### src/sv/sfr_pkg.sv
`timescale 1ns / 1ps

package sfr_pkg;

  // longest search pattern and longest replacement, in bytes
  localparam int unsigned MAX_PATTERN = 8;
  localparam int unsigned REPLACE_MAX = 8;
  localparam int unsigned LEN_W       = $clog2(MAX_PATTERN + 1);
  localparam int unsigned CFG_DATA_W  = 64;
  localparam int unsigned CFG_ADDR_W  = 5;

  // register map, one 64-bit register every 8 bytes
  typedef enum logic [1:0] {
    REG_SEARCH_PATTERN  = 2'd0,
    REG_SEARCH_LENGTH   = 2'd1,
    REG_REPLACE_PATTERN = 2'd2,
    REG_REPLACE_LENGTH  = 2'd3
  } cfg_reg_e;

  typedef struct packed {
    logic [7:0] data_byte;
    logic       stream_last;
  } in_item_t;

  typedef struct packed {
    logic [7:0] out_byte;
    logic       byte_valid;
    logic       run_last;
    logic       stream_end;
  } out_item_t;

endpackage

### src/sv/stream_find_and_replace_unit.sv
`timescale 1ns / 1ps

// Stream find-and-replace.
// Input channel (in_valid_i/in_ready_o/in_data_i) takes one text byte per
// transaction, with stream_last marking the final byte of a stream. The
// output channel (out_valid_o/out_ready_i/out_data_o) returns the
// substituted text one byte per transaction; run_last flags the final
// result caused by an input byte and stream_end the final result of the
// stream. A stream end that leaves nothing to emit gives one bare marker
// with byte_valid low.
// An accepted byte is compared against the window in the same cycle and its
// results (0 to 8) are loaded into a result buffer; the first one is
// offered on the next cycle. A new byte is accepted in the cycle the
// previous byte's last result is taken, so a byte that yields several
// results holds off the input until all of them are taken, which bounds
// the rate.
// The APB port sets the patterns and lengths; writing the search length
// empties the window. Reset clears the registers, the window count and the
// count of buffered results. When the receiver stalls the buffered result holds and the
// input is held off once the buffer is not about to empty.
module stream_find_and_replace_unit
  import sfr_pkg::*;
(
  input  logic                  clk_i,
  input  logic                  rst_ni,
  // configuration port
  input  logic                  psel,
  input  logic                  penable,
  input  logic                  pwrite,
  input  logic [CFG_ADDR_W-1:0] paddr,
  input  logic [CFG_DATA_W-1:0] pwdata,
  output logic [CFG_DATA_W-1:0] prdata,
  output logic                  pready,
  // input stream
  input  logic                  in_valid_i,
  output logic                  in_ready_o,
  input  in_item_t              in_data_i,
  // output stream
  output logic                  out_valid_o,
  input  logic                  out_ready_i,
  output out_item_t             out_data_o
);

  logic [CFG_DATA_W-1:0] search_pat_q, replace_pat_q;
  logic [3:0]            search_len_q, replace_len_q;
  logic [7:0]            win_q [MAX_PATTERN];
  logic [LEN_W-1:0]      wcnt_q, wcnt_d;
  logic [7:0]            res_q [MAX_PATTERN];
  logic [7:0]            res_d [MAX_PATTERN];
  logic [LEN_W-1:0]      rem_q, n_d;
  logic                  bvalid_q, bvalid_d;
  logic                  blast_q, blast_d;
  logic [7:0]            w [MAX_PATTERN];
  logic [LEN_W-1:0]      slen, rlen, c1;
  logic                  mism;
  logic                  in_fire, out_fire, cfg_wr;
  cfg_reg_e              reg_idx;

  assign pready  = 1'b1;
  assign reg_idx = cfg_reg_e'(paddr[4:3]);
  assign cfg_wr  = psel & penable & pwrite & pready;

  // register read back
  always_comb begin
    unique case (reg_idx)
      REG_SEARCH_PATTERN:  prdata = search_pat_q;
      REG_SEARCH_LENGTH:   prdata = {{(CFG_DATA_W-4){1'b0}}, search_len_q};
      REG_REPLACE_PATTERN: prdata = replace_pat_q;
      REG_REPLACE_LENGTH:  prdata = {{(CFG_DATA_W-4){1'b0}}, replace_len_q};
    endcase
  end

  // configuration registers
  always_ff @(posedge clk_i or negedge rst_ni) begin
    if (!rst_ni) begin
      search_pat_q  <= '0;
      search_len_q  <= '0;
      replace_pat_q <= '0;
      replace_len_q <= '0;
    end else if (cfg_wr) begin
      unique case (reg_idx)
        REG_SEARCH_PATTERN:  search_pat_q  <= pwdata;
        REG_SEARCH_LENGTH:   search_len_q  <= pwdata[3:0];
        REG_REPLACE_PATTERN: replace_pat_q <= pwdata;
        REG_REPLACE_LENGTH:  replace_len_q <= pwdata[3:0];
      endcase
    end
  end

  // effective lengths, oversized values saturate
  assign slen = (search_len_q > 4'(MAX_PATTERN)) ? LEN_W'(MAX_PATTERN)
                                                  : LEN_W'(search_len_q);
  assign rlen = (replace_len_q > 4'(REPLACE_MAX)) ? LEN_W'(REPLACE_MAX)
                                                   : LEN_W'(replace_len_q);

  // handshakes
  assign out_valid_o = (rem_q != '0);
  assign out_fire    = out_valid_o & out_ready_i;
  assign in_ready_o  = (rem_q == '0) | ((rem_q == LEN_W'(1)) & out_ready_i);
  assign in_fire     = in_valid_i & in_ready_o;

  // window with the new byte appended
  always_comb begin
    for (int i = 0; i < MAX_PATTERN; i++) begin
      w[i] = ((wcnt_q < LEN_W'(MAX_PATTERN)) && (wcnt_q[LEN_W-2:0] == (LEN_W-1)'(i)))
             ? in_data_i.data_byte : win_q[i];
    end
    c1 = (wcnt_q < LEN_W'(MAX_PATTERN)) ? wcnt_q + LEN_W'(1) : wcnt_q;
  end

  // pattern compare over the first slen window bytes
  always_comb begin
    mism = 1'b0;
    for (int i = 0; i < MAX_PATTERN; i++) begin
      if ((LEN_W'(i) < slen) && (w[i] != search_pat_q[8*i +: 8])) mism = 1'b1;
    end
  end

  // results of one input transaction and the next window count
  always_comb begin
    for (int i = 0; i < MAX_PATTERN; i++) res_d[i] = w[i];
    n_d      = '0;
    wcnt_d   = wcnt_q;
    bvalid_d = 1'b1;
    blast_d  = in_data_i.stream_last;
    if (slen == '0) begin
      // pass-through
      res_d[0] = in_data_i.data_byte;
      n_d      = LEN_W'(1);
    end else if (c1 >= slen) begin
      if (!mism) begin
        // match: emit replacement, window empties
        for (int i = 0; i < MAX_PATTERN; i++) res_d[i] = replace_pat_q[8*i +: 8];
        n_d    = rlen;
        wcnt_d = '0;
      end else if (in_data_i.stream_last) begin
        // oldest byte plus flush of the rest
        n_d    = c1;
        wcnt_d = '0;
      end else begin
        n_d    = LEN_W'(1);
        wcnt_d = c1 - LEN_W'(1);
      end
    end else if (in_data_i.stream_last) begin
      // short tail cannot match
      n_d    = c1;
      wcnt_d = '0;
    end else begin
      wcnt_d = c1;
    end
    // bare end marker
    if (in_data_i.stream_last && (n_d == '0)) begin
      res_d[0] = 8'h00;
      n_d      = LEN_W'(1);
      bvalid_d = 1'b0;
    end
  end

  // window contents, shifted by one when the oldest byte leaves
  always_ff @(posedge clk_i) begin
    if (in_fire) begin
      for (int i = 0; i < MAX_PATTERN - 1; i++) begin
        win_q[i] <= (c1 >= slen && mism) ? w[i+1] : w[i];
      end
      win_q[MAX_PATTERN-1] <= w[MAX_PATTERN-1];
    end
  end

  // window count
  always_ff @(posedge clk_i or negedge rst_ni) begin
    if (!rst_ni) begin
      wcnt_q <= '0;
    end else if (cfg_wr && reg_idx == REG_SEARCH_LENGTH) begin
      wcnt_q <= '0;
    end else if (in_fire) begin
      wcnt_q <= wcnt_d;
    end
  end

  // result buffer payload, drains from entry 0
  always_ff @(posedge clk_i) begin
    if (in_fire) begin
      for (int i = 0; i < MAX_PATTERN; i++) res_q[i] <= res_d[i];
      bvalid_q <= bvalid_d;
      blast_q  <= blast_d;
    end else if (out_fire) begin
      for (int i = 0; i < MAX_PATTERN - 1; i++) res_q[i] <= res_q[i+1];
    end
  end

  // results still to deliver
  always_ff @(posedge clk_i or negedge rst_ni) begin
    if (!rst_ni) begin
      rem_q <= '0;
    end else if (in_fire) begin
      rem_q <= n_d;
    end else if (out_fire) begin
      rem_q <= rem_q - LEN_W'(1);
    end
  end

  // output transaction
  always_comb begin
    out_data_o.out_byte   = res_q[0];
    out_data_o.byte_valid = bvalid_q;
    out_data_o.run_last   = (rem_q == LEN_W'(1));
    out_data_o.stream_end = (rem_q == LEN_W'(1)) & blast_q;
  end

endmodule

### config.mk
export PLATFORM = sky130hd
export DESIGN_NAME = stream_find_and_replace_unit
export DESIGN_NICKNAME = d
export VERILOG_FILES = /design/src/sv/sfr_pkg.sv /design/src/sv/stream_find_and_replace_unit.sv
export SDC_FILE = /design/constraint.sdc
export NUM_CORES = 1
export LEC_CHECK = 0
export CORE_MARGIN = 4
export CORE_UTILIZATION = 40
export CTS_BUF_LIST = sky130_fd_sc_hd__clkbuf_2
export CTS_CLUSTER_DIAMETER = 100
export DETAILED_ROUTE_END_ITERATION = 6
export DONT_BUFFER_PORTS = 1
export PLACE_DENSITY = 0.55
export SKIP_CTS_REPAIR_TIMING = 1
export SLEW_MARGIN = 20
export SYNTH_ARGS = -nofsm -noshare
export SYNTH_HDL_FRONTEND = slang
export SYNTH_SLANG_ARGS = --single-unit
### constraint.sdc
create_clock -name clk_i -period 4.9 [get_ports clk_i]
set_clock_uncertainty 0.2 [all_clocks]
set_input_delay 0.98 -clock clk_i [delete_from_list [all_inputs] [get_ports clk_i]]
set_output_delay 0.98 -clock clk_i [all_outputs]
set_load 0.1 [all_outputs]
======== After elaboration in Yosys (flattened, before gate mapping) ========
Memory sizes are Yosys's and may differ from the RTL's.
Index checks and enable logic that the tools add are counted.
operators by class
  order comparisons ....................... 12
  bitwise operators ....................... 14
  reduce and logical (&&, ||, !) cells .... 32
  add/subtract/negate cells ............... 3
  eq/ne operators ......................... 20
  multiplexer cells ....................... 60
operators by type and width
  kind                 number
  $pmux 64 s4          1
  $mux 8               24
  $mux 64              2
  $mux 4               18
  $ne 8x8->1           8
  $mux 56              1
  $logic_and 1x1->1    19
  $lt 3x4->1 const A   4
  $mux 1               14
  $eq 3x3->1 const B   4
  $logic_not 4->1      3
  $reduce_and 2->1     5
  $gt 4x4->1 const B   2
  $lt 1x4->1 const A   2
  $lt 2x4->1 const A   2
  $or 1x1->1           8
  $sub 4x1->4 const B  2
  $and 1x1->1          6
  $eq 3x2->1 const B   2
  $add 4x1->4 const B  1
  $eq 2x2->1 const B   2
  $eq 4x1->1 const B   1
  $ge 4x4->1           1
  $lt 4x4->1 const B   1
  7 further kinds      8
word-level totals
  input bits .............................. 85
  flip-flop bits (word level) ............. 146
  RAM bits ................................ 128
  memories kept ........................... 2
memories
  name   words  width  rd ports  clocked after memory_dff  wr ports  line                                source
  res_q  8      8      8         0                         8         stream_find_and_replace_unit.sv:48  logic [7:0] res_q [MAX_PATTERN];
  win_q  8      8      8         0                         8         stream_find_and_replace_unit.sv:46  logic [7:0] win_q [MAX_PATTERN];

======== Depth between registers and ports, before layout ========
Gate-level depths: netlist of the first run.
  depth after elaboration ................. 20
  depth in mapped cells ................... 16
  depth with buffers taken out ............ 12

======== Least setup slack after synthesis of the first run ========
Ideal clock, no wire load.
  kind .................................... register to register
  start ................................... register rem_q[0]
  end ..................................... register wcnt_q[2]
  cell stages (with the launch flop) ...... 11
  path buffers ............................ 0
  clock period less this slack ............ 5.149 ns
  path slack .............................. -0.249 ns
  data arrival time ....................... 4.825 ns
  cell sequence ........................... dfrtp_1 -> ha_1 -> and2_1 -> a21o_1 -> nand2_1 -> clkinv_1 -> nand2_1 -> nor2_1 -> nand4_1 -> a21boi_0 -> o31a_1
RTL lines
  item                      line                                 source
  start: declaration        stream_find_and_replace_unit.sv:50   logic [LEN_W-1:0] rem_q, n_d;
  start signal: assignment  stream_find_and_replace_unit.sv:196  rem_q <= n_d;
  start signal: assignment  stream_find_and_replace_unit.sv:198  rem_q <= rem_q - LEN_W'(1);
  end signal: assignment    stream_find_and_replace_unit.sv:176  wcnt_q <= wcnt_d;
  end: declaration          stream_find_and_replace_unit.sv:47   logic [LEN_W-1:0] wcnt_q, wcnt_d;

==> reports/metrics.csv, run 1 <==
stage;metric;value;unit
critical_path;crit_path_end_kind;register;
routing;dr_wl_met2;21400;um
min_path;holdCritStartpoint;out_ready_i;
sta;tns;0;ns
pwr;p_leak;7.25;nW
critical_path;cp_max_fo;13;
logic_synthesis;syn_inst;1415;
routing;postRouteAntennaNets;0;
logic_synthesis;synth_edf_count;130;
final_layout;stdcell_area;17400;um^2
global_route;antenna_found_initial;1;
critical_path;crit_type;register to register;
run;cap_violations;0;
min_path;hp-class;input port to register;
logic_synthesis;synth_cell_types;70;
die;coreArea;37700;um^2
logic_synthesis;syn_nets;1514;
clock_network;cts.sinks;274;
sta;slew_headroom;25.3;%
critical_path;required;5.46;ns
logic_synthesis;ys_async_sr_fraction;52.6;%
final_layout;drive_gt1_share;24.4;%
final_layout;final_common_cell;mux2i_1;
status;status;finished clean;
sta;rsz0062_at_grt;false;
routing;met1_length;20700;um
clock_network;cts_root_buf;clkbuf_2;
routing;via_per_inst;5.46;
sta;hold_violations;0;
sta;drv_slew;0;
place;portBuffers;0;
die;rows;71;
critical_path;cp_top_family;compound AO/OA/AOI/OAI gates;
clock_network;htreeDepth;3;
pwr;vdd_drop_max;0.322;mV
global_route;grt_pass1_vias;11300;
routing;routed_wl;45800;um
sta;max_freq;213;MHz
clock_network;clk_latency;0.98;ns
final_layout;register_area;7510;um^2
final_layout;n_fill_cell;3699;
sta;tightest_slew;1.12;ns
logic_synthesis;synth.area.top_cells;edfxtp_1 (26%), dfrtp_1 (24%), mux2i_1 (10%), mux2_2 (9.7%), nor2_1 (3.1%);
routing;drtIter0Drc;1109;
final_layout;multi_input_area;7110;um^2
pwr;finalPower;9.35;mW
die;dieHeight;203;um
final_layout;area_growth;14.1;%
critical_path;crit_start;wcnt_q[2];
final_layout;nets;1600;
logic_synthesis;synth_flop_cell;dfrtp_1;
routing;drc;0;
clock_network;clockBufferDepth;3;
critical_path;cp-start-kind;register;
routing;top_layer_used;met4;
pwr;power_density;537;nW/um^2
place;dp_slack;0.347;ns
global_route;grt_max_degree;145;
critical_path;rr_startpoint;wcnt_q[2];
place;hpwlAfterDp;31500;um
critical_path;cp_num_buf_inv;1;
sta;fin_crit;4.69;ns
logic_synthesis;ys_warn_count;0;
clock_network;cts_buffers;76;
die;die_area;41300;um^2
sta;fin_crit_sh;95.7;%
global_route;groute.usage.overall;21.7;%
place;placed_area;16000;um^2
global_route;grt.overflow.total;0;
clock_network;clkTransAtPathRegs;0.10;ns
sta;worst_slack;0.210;ns
logic_synthesis;synth_seq_area_share;49.3;%
routing;wl_per_cell;22.1;um
critical_path;crit_chain;inv_1 -> ha_1 -> nand2b_1 -> a21oi_1 -> a221oi_1 -> o2111ai_1 -> o41ai_4 -> o2111a_1 -> nand2_1 -> a211o_1 -> o21ai_0;
routing;wl_met3;2730;um
logic_synthesis;yosys_register_bits;274;
routing;route.vias.total;11300;
die;initial_utilization;40.5;%
logic_synthesis;avgSynthCellArea;10.8;um^2
clock_network;cts_tree;yes;
logic_synthesis;synth_top_area_cell;edfxtp_1;
global_route;grt_pass1_wl;68800;um
sta;setup_viol;0;
routing;dr.pass1.iters;5;
logic_synthesis;syn_area;15200;um^2
final_layout;final_cell_mix;mux2i_1 (155), dfrtp_1 (144), mux2_2 (131), edfxtp_1 (130), clkbuf_2 (119);
critical_path;critical-path-max-stage-delay;0.59;ns
place;place_congestion;0.868;
critical_path;crit_arrival;5.25;ns
die;die_x;203;um
die;ios;163;
logic_synthesis;yosysTopAreaCellShare;25.6;%
critical_path;slowest_stage;dfrtp_1;
-- per-stage QoR --
step	cells	hold slack, ns	utilization [%]
after floorplan	1415	0.290	-
after CTS	2006	-0.578	44.3
after detailed placement	1867	0.307	42.5
final	2075	0.0905	46.2
after global routing	2074	0.0154	46.2
after global placement	1867	0.307	42.5
-- Yosys cell counts, drive strengths merged, types with 15 or more instances --
library cell,instances
mux2i,157
dfrtp,144
mux2,131
edfxtp,130
nor2,126
nand2,119
o21ai,95
inv,83
a21oi,64
buf,52
clkbuf,50
xnor2,39
o22ai,24
xor2,18
nand2b,15
-- path summary, 6_finish.rpt --
kind	endpoint	slack, ns	cells after the start
max	res_q[0][0]	0.21	11
min	rem_q[3]	0.09	2
max reg2reg	res_q[0][0]	0.21	11
min reg2reg	res_q[0][37]	0.28	2
max in group asynchronous	search_pat_q[21]	3.26	2
min in group asynchronous	wcnt_q[2]	0.51	2
-- per-layer routing --
| metal | global-route usage, % | vias up |
|---|---|---|
| met5 | 0 | - |
| li1 | - | 5269 |
| met4 | 6.41 | 0 |
| met3 | 5.71 | 72 |
| met1 | 29.6 | 5614 |
| met2 | 34.3 | 365 |
-- registers in the layout (all words and copies together), names as in the netlist, 4 cells and up --
| register | flops |
|---|---|
| rem_q | 4 |
| replace_len_q | 4 |
| replace_pat_q | 64 |
| res_q | 64 |
| search_len_q | 4 |
| search_pat_q | 64 |
| wcnt_q | 4 |
| win_q | 64 |
-- power breakdown --
group | internal, mW | switching (mW)
sequential | 3.18 | 0.706
combinational | 1.28 | 2.48
clock | 0.693 | 1.00
-- worst reg2reg max path: cells and delay by family, from the launching register on --
| kind | cells | cell delay, ns |
|---|---|---|
| buf+inv | 1 | 0.14 |
| fa+ha+maj | 1 | 0.22 |
| compound gates | 7 | 2.66 |
| simple gates | 2 | 0.69 |
| flops | 1 | 0.59 |
-- layout make-up --
cell class                 instances  share of cell area, %
antenna                            2                 0.0288
clock buffer                     119                   3.42
clock inverter                    20                  0.612
inverter                          85                   1.84
multi-input combinational        954                   40.9
sequential                       274                   43.2
tap                              511                   3.68
timing repair buffer             110                   6.39
-- kinds of logic (layout without fill, tap and decap cells) --
| family | Yosys count | count (layout) | synth area share (%) |
|---|---|---|---|
| simple gates | 325 | 325 | 9.42 |
| mux | 292 | 292 | 20.7 |
| flops | 274 | 274 | 49.3 |
| compound gates | 265 | 265 | 10.8 |
| buf+inv | 187 | 334 | 5.33 |
| xor+xnor | 57 | 57 | 3.28 |
| fa+ha+maj | 14 | 14 | 1.15 |
| other cells | 1 | 3 | 0.0246 |
(Power assumes the default switching activity.)
==> inputs of run 2 (changes only) <==
--- a/config.mk
+++ b/config.mk
@@ -5,6 +5,7 @@
 export SDC_FILE = /design/constraint.sdc
 export NUM_CORES = 1
 export LEC_CHECK = 0
+export ABC_AREA = 1
 export CORE_MARGIN = 4
 export CORE_UTILIZATION = 40
 export CTS_BUF_LIST = sky130_fd_sc_hd__clkbuf_2
==> run 2 against run 1 <==
Net effect: count of clock-buffer cells in the layout rose by 6; wire length rose by 9.1%; sequential power rose by 7.2%; global-route usage rose by 1.8 points; non-clock buffer count rose by 31; total power rose by 19%; largest power group is now combinational logic; final cell count rose by 31%; critical endpoint is now res_q[0][30]; fmax rose by 9.4%; utilization rose by 0.73 points; combinational power rose by 39%; sequential share of layout area fell by 0.68 points; die area rose by 0.32%.
==> reports/metrics.csv, run 2 <==
stage;metric;value;unit
final_layout;nets;2239;
routing;route.vias.total;13800;
clock_network;clockBufferDepth;3;
global_route;groute.usage.overall;23.5;%
final_layout;final_common_cell;nand2_1;
logic_synthesis;avgSynthCellArea;7.55;um^2
critical_path;crit_arrival;4.75;ns
die;die_x;204;um
routing;wl_met3;3370;um
routing;postRouteAntennaNets;0;
place;portBuffers;0;
place;place_congestion;0.894;
place;hpwlAfterDp;34200;um
clock_network;clk_latency;0.94;ns
die;initial_utilization;40.6;%
logic_synthesis;yosysMostFrequentCell;nand2_1;
sta;hold_ws;0.0479;ns
sta;hold_violations;0;
die;rows;71;
critical_path;required;5.36;ns
global_route;grt_max_degree;145;
clock_network;cts.sinks;274;
sta;drv_slew;0;
critical_path;crit_type;register to register;
clock_network;cts_root_buf;clkbuf_2;
final_layout;drive_gt1_share;14.6;%
sta;fin_crit_sh;87.5;%
sta;tns;0;ns
critical_path;rrSetupSlack;0.61;ns
clock_network;clkTransAtPathRegs;0.10;ns
routing;dr.pass1.iters;6;
die;ios;163;
die;dieHeight;204;um
routing;via_per_inst;5.09;
sta;setup_viol;0;
routing;dr_wl_met2;22900;um
routing;wl_per_cell;18.4;um
critical_path;cp_max_fo;40;
clock_network;htreeDepth;3;
global_route;antenna_found_initial;1;
routing;top_layer_used;met4;
clock_network;cts_tree;yes;
min_path;hp-class;input port to register;
routing;routed_wl;49900;um
routing;met1_length;22200;um
logic_synthesis;yosysTopAreaCellShare;25.5;%
logic_synthesis;synth_cell_types;39;
final_layout;final_cell_mix;nand2_1 (728), inv_1 (262), o21ai_0 (237), dfrtp_1 (144), edfxtp_1 (130);
pwr;power_density;629;nW/um^2
routing;drtIter0Drc;1283;
sta;fin_crit;4.29;ns
pwr;vdd_drop_max;0.489;mV
logic_synthesis;synth_common_cells;nand2_1 (732), o21ai_0 (290), inv_1 (263), dfrtp_1 (144), edfxtp_1 (130);
logic_synthesis;syn_area;15300;um^2
global_route;grt.overflow.total;0;
logic_synthesis;synth_edf_count;130;
global_route;grt_pass1_vias;13100;
critical_path;cp-start-kind;register;
logic_synthesis;ys_async_sr_fraction;52.6;%
sta;max_freq;233;MHz
die;coreArea;37700;um^2
logic_synthesis;ys_warn_count;0;
logic_synthesis;synth.area.top_cells;edfxtp_1 (26%), dfrtp_1 (24%), nand2_1 (18%), o21ai_0 (9.5%), inv_1 (6.5%);
die;die_area;41400;um^2
logic_synthesis;synth_flop_cell;dfrtp_1;
global_route;grt_pass1_wl;75300;um
critical_path;crit_path_end_kind;register;
logic_synthesis;yosys_register_bits;274;
sta;rsz0062_at_grt;false;
sta;tightest_slew;0.952;ns
logic_synthesis;syn_inst;2026;
clock_network;cts_buffers;79;
logic_synthesis;synth_seq_area_share;49.1;%
logic_synthesis;syn_nets;2125;
final_layout;n_fill_cell;3940;
final_layout;area_growth;15.5;%
pwr;p_leak;8.66;nW
routing;drc;0;
logic_synthesis;synth_top_area_cell;edfxtp_1;
run;cap_violations;0;
status;status;finished clean;
sta;slew_headroom;36.3;%
run 2: worst paths after layout:
kind / start / end / depth (start not counted)
setup / recovery: wcnt_q[2] / res_q[0][30] / 17
hold / removal: pwdata[9] / replace_pat_q[9] / 2
setup reg to reg: wcnt_q[2] / res_q[0][30] / 17
hold reg to reg: replace_pat_q[57] / replace_pat_q[57] / 2
max in group asynchronous: rst_ni / replace_pat_q[40] / 2
min in group asynchronous: rst_ni / replace_pat_q[2] / 2
run 2: report_power, final:
group / switching [mW] / leakage (nW) / internal [mW] / total (mW)
sequential: 0.670 / 3.06 / 3.50 / 4.17
combinational: 3.75 / 5.02 / 1.45 / 5.21
clock: 1.02 / 0.568 / 0.719 / 1.74
total: 5.44 / 8.66 / 5.68 / 11.1
run 2: logic make-up (layout without fill, tap and decap cells):
group | after synthesis | after routing | share of synthesized area, %
buffers and inverters | 374 | 549 | 10.2
AO/OA/AOI/OAI | 434 | 434 | 14.6
XOR/XNOR | 6 | 6 | 0.344
other | 1 | 2 | 0.0245
flip-flops | 274 | 274 | 49.1
AND/OR/NAND/NOR | 923 | 923 | 24.6
adder cells (fa/ha/maj) | 14 | 14 | 1.15
run 2: per-stage QoR:
step	setup WS, ns	total power [mW]	std cells	area (um^2)	utilization, %
CTS	0.660	11.1	2662	17100	45.5
floorplan	0.0114	8.02	2026	15300	-
global route	0.322	12.0	2713	17700	46.9
global placement	0.798	9.26	2520	16400	43.6
finish	0.612	11.1	2713	17700	46.9
detailed placement	0.698	9.35	2520	16400	43.6
run 2: critical path: stages, from the launching register on:
cell and delay, ns:
dfrtp_1 0.62, nor2_4 0.67, nand2_2 0.33, nand2_1 0.17, nand3_1 0.07, nand2_1 0.07
nand2_1 0.06, nor2_1 0.29, nand2_1 0.09, nand2_1 0.07, nand3_1 0.08, nor2_2 0.18
nand3_4 0.09, inv_2 0.15, nand2_4 0.23, buf_12 0.27, o21ai_1 0.22, o21ai_1 0.09
run 2: routing by layer:
layer  GRT usage (%)  vias up
met5               0        -
met4            8.07        0
met3            4.82       93
met2            37.0      489
met1            32.6     6410
li1                -     6812
run 2: cell type report:
cell class                      count  area (um^2)  area share (%)
Sequential cell                   274         7510            42.5
Clock buffer                      125          626            3.54
Antenna cell                        1         2.50          0.0142
Tap cell                          511          639            3.62
Multi-Input combinational cell   1378         6560            37.1
Clock inverter                     17         92.6           0.524
Inverter                          266         1000            5.68
Timing Repair Buffer              141         1240            7.01
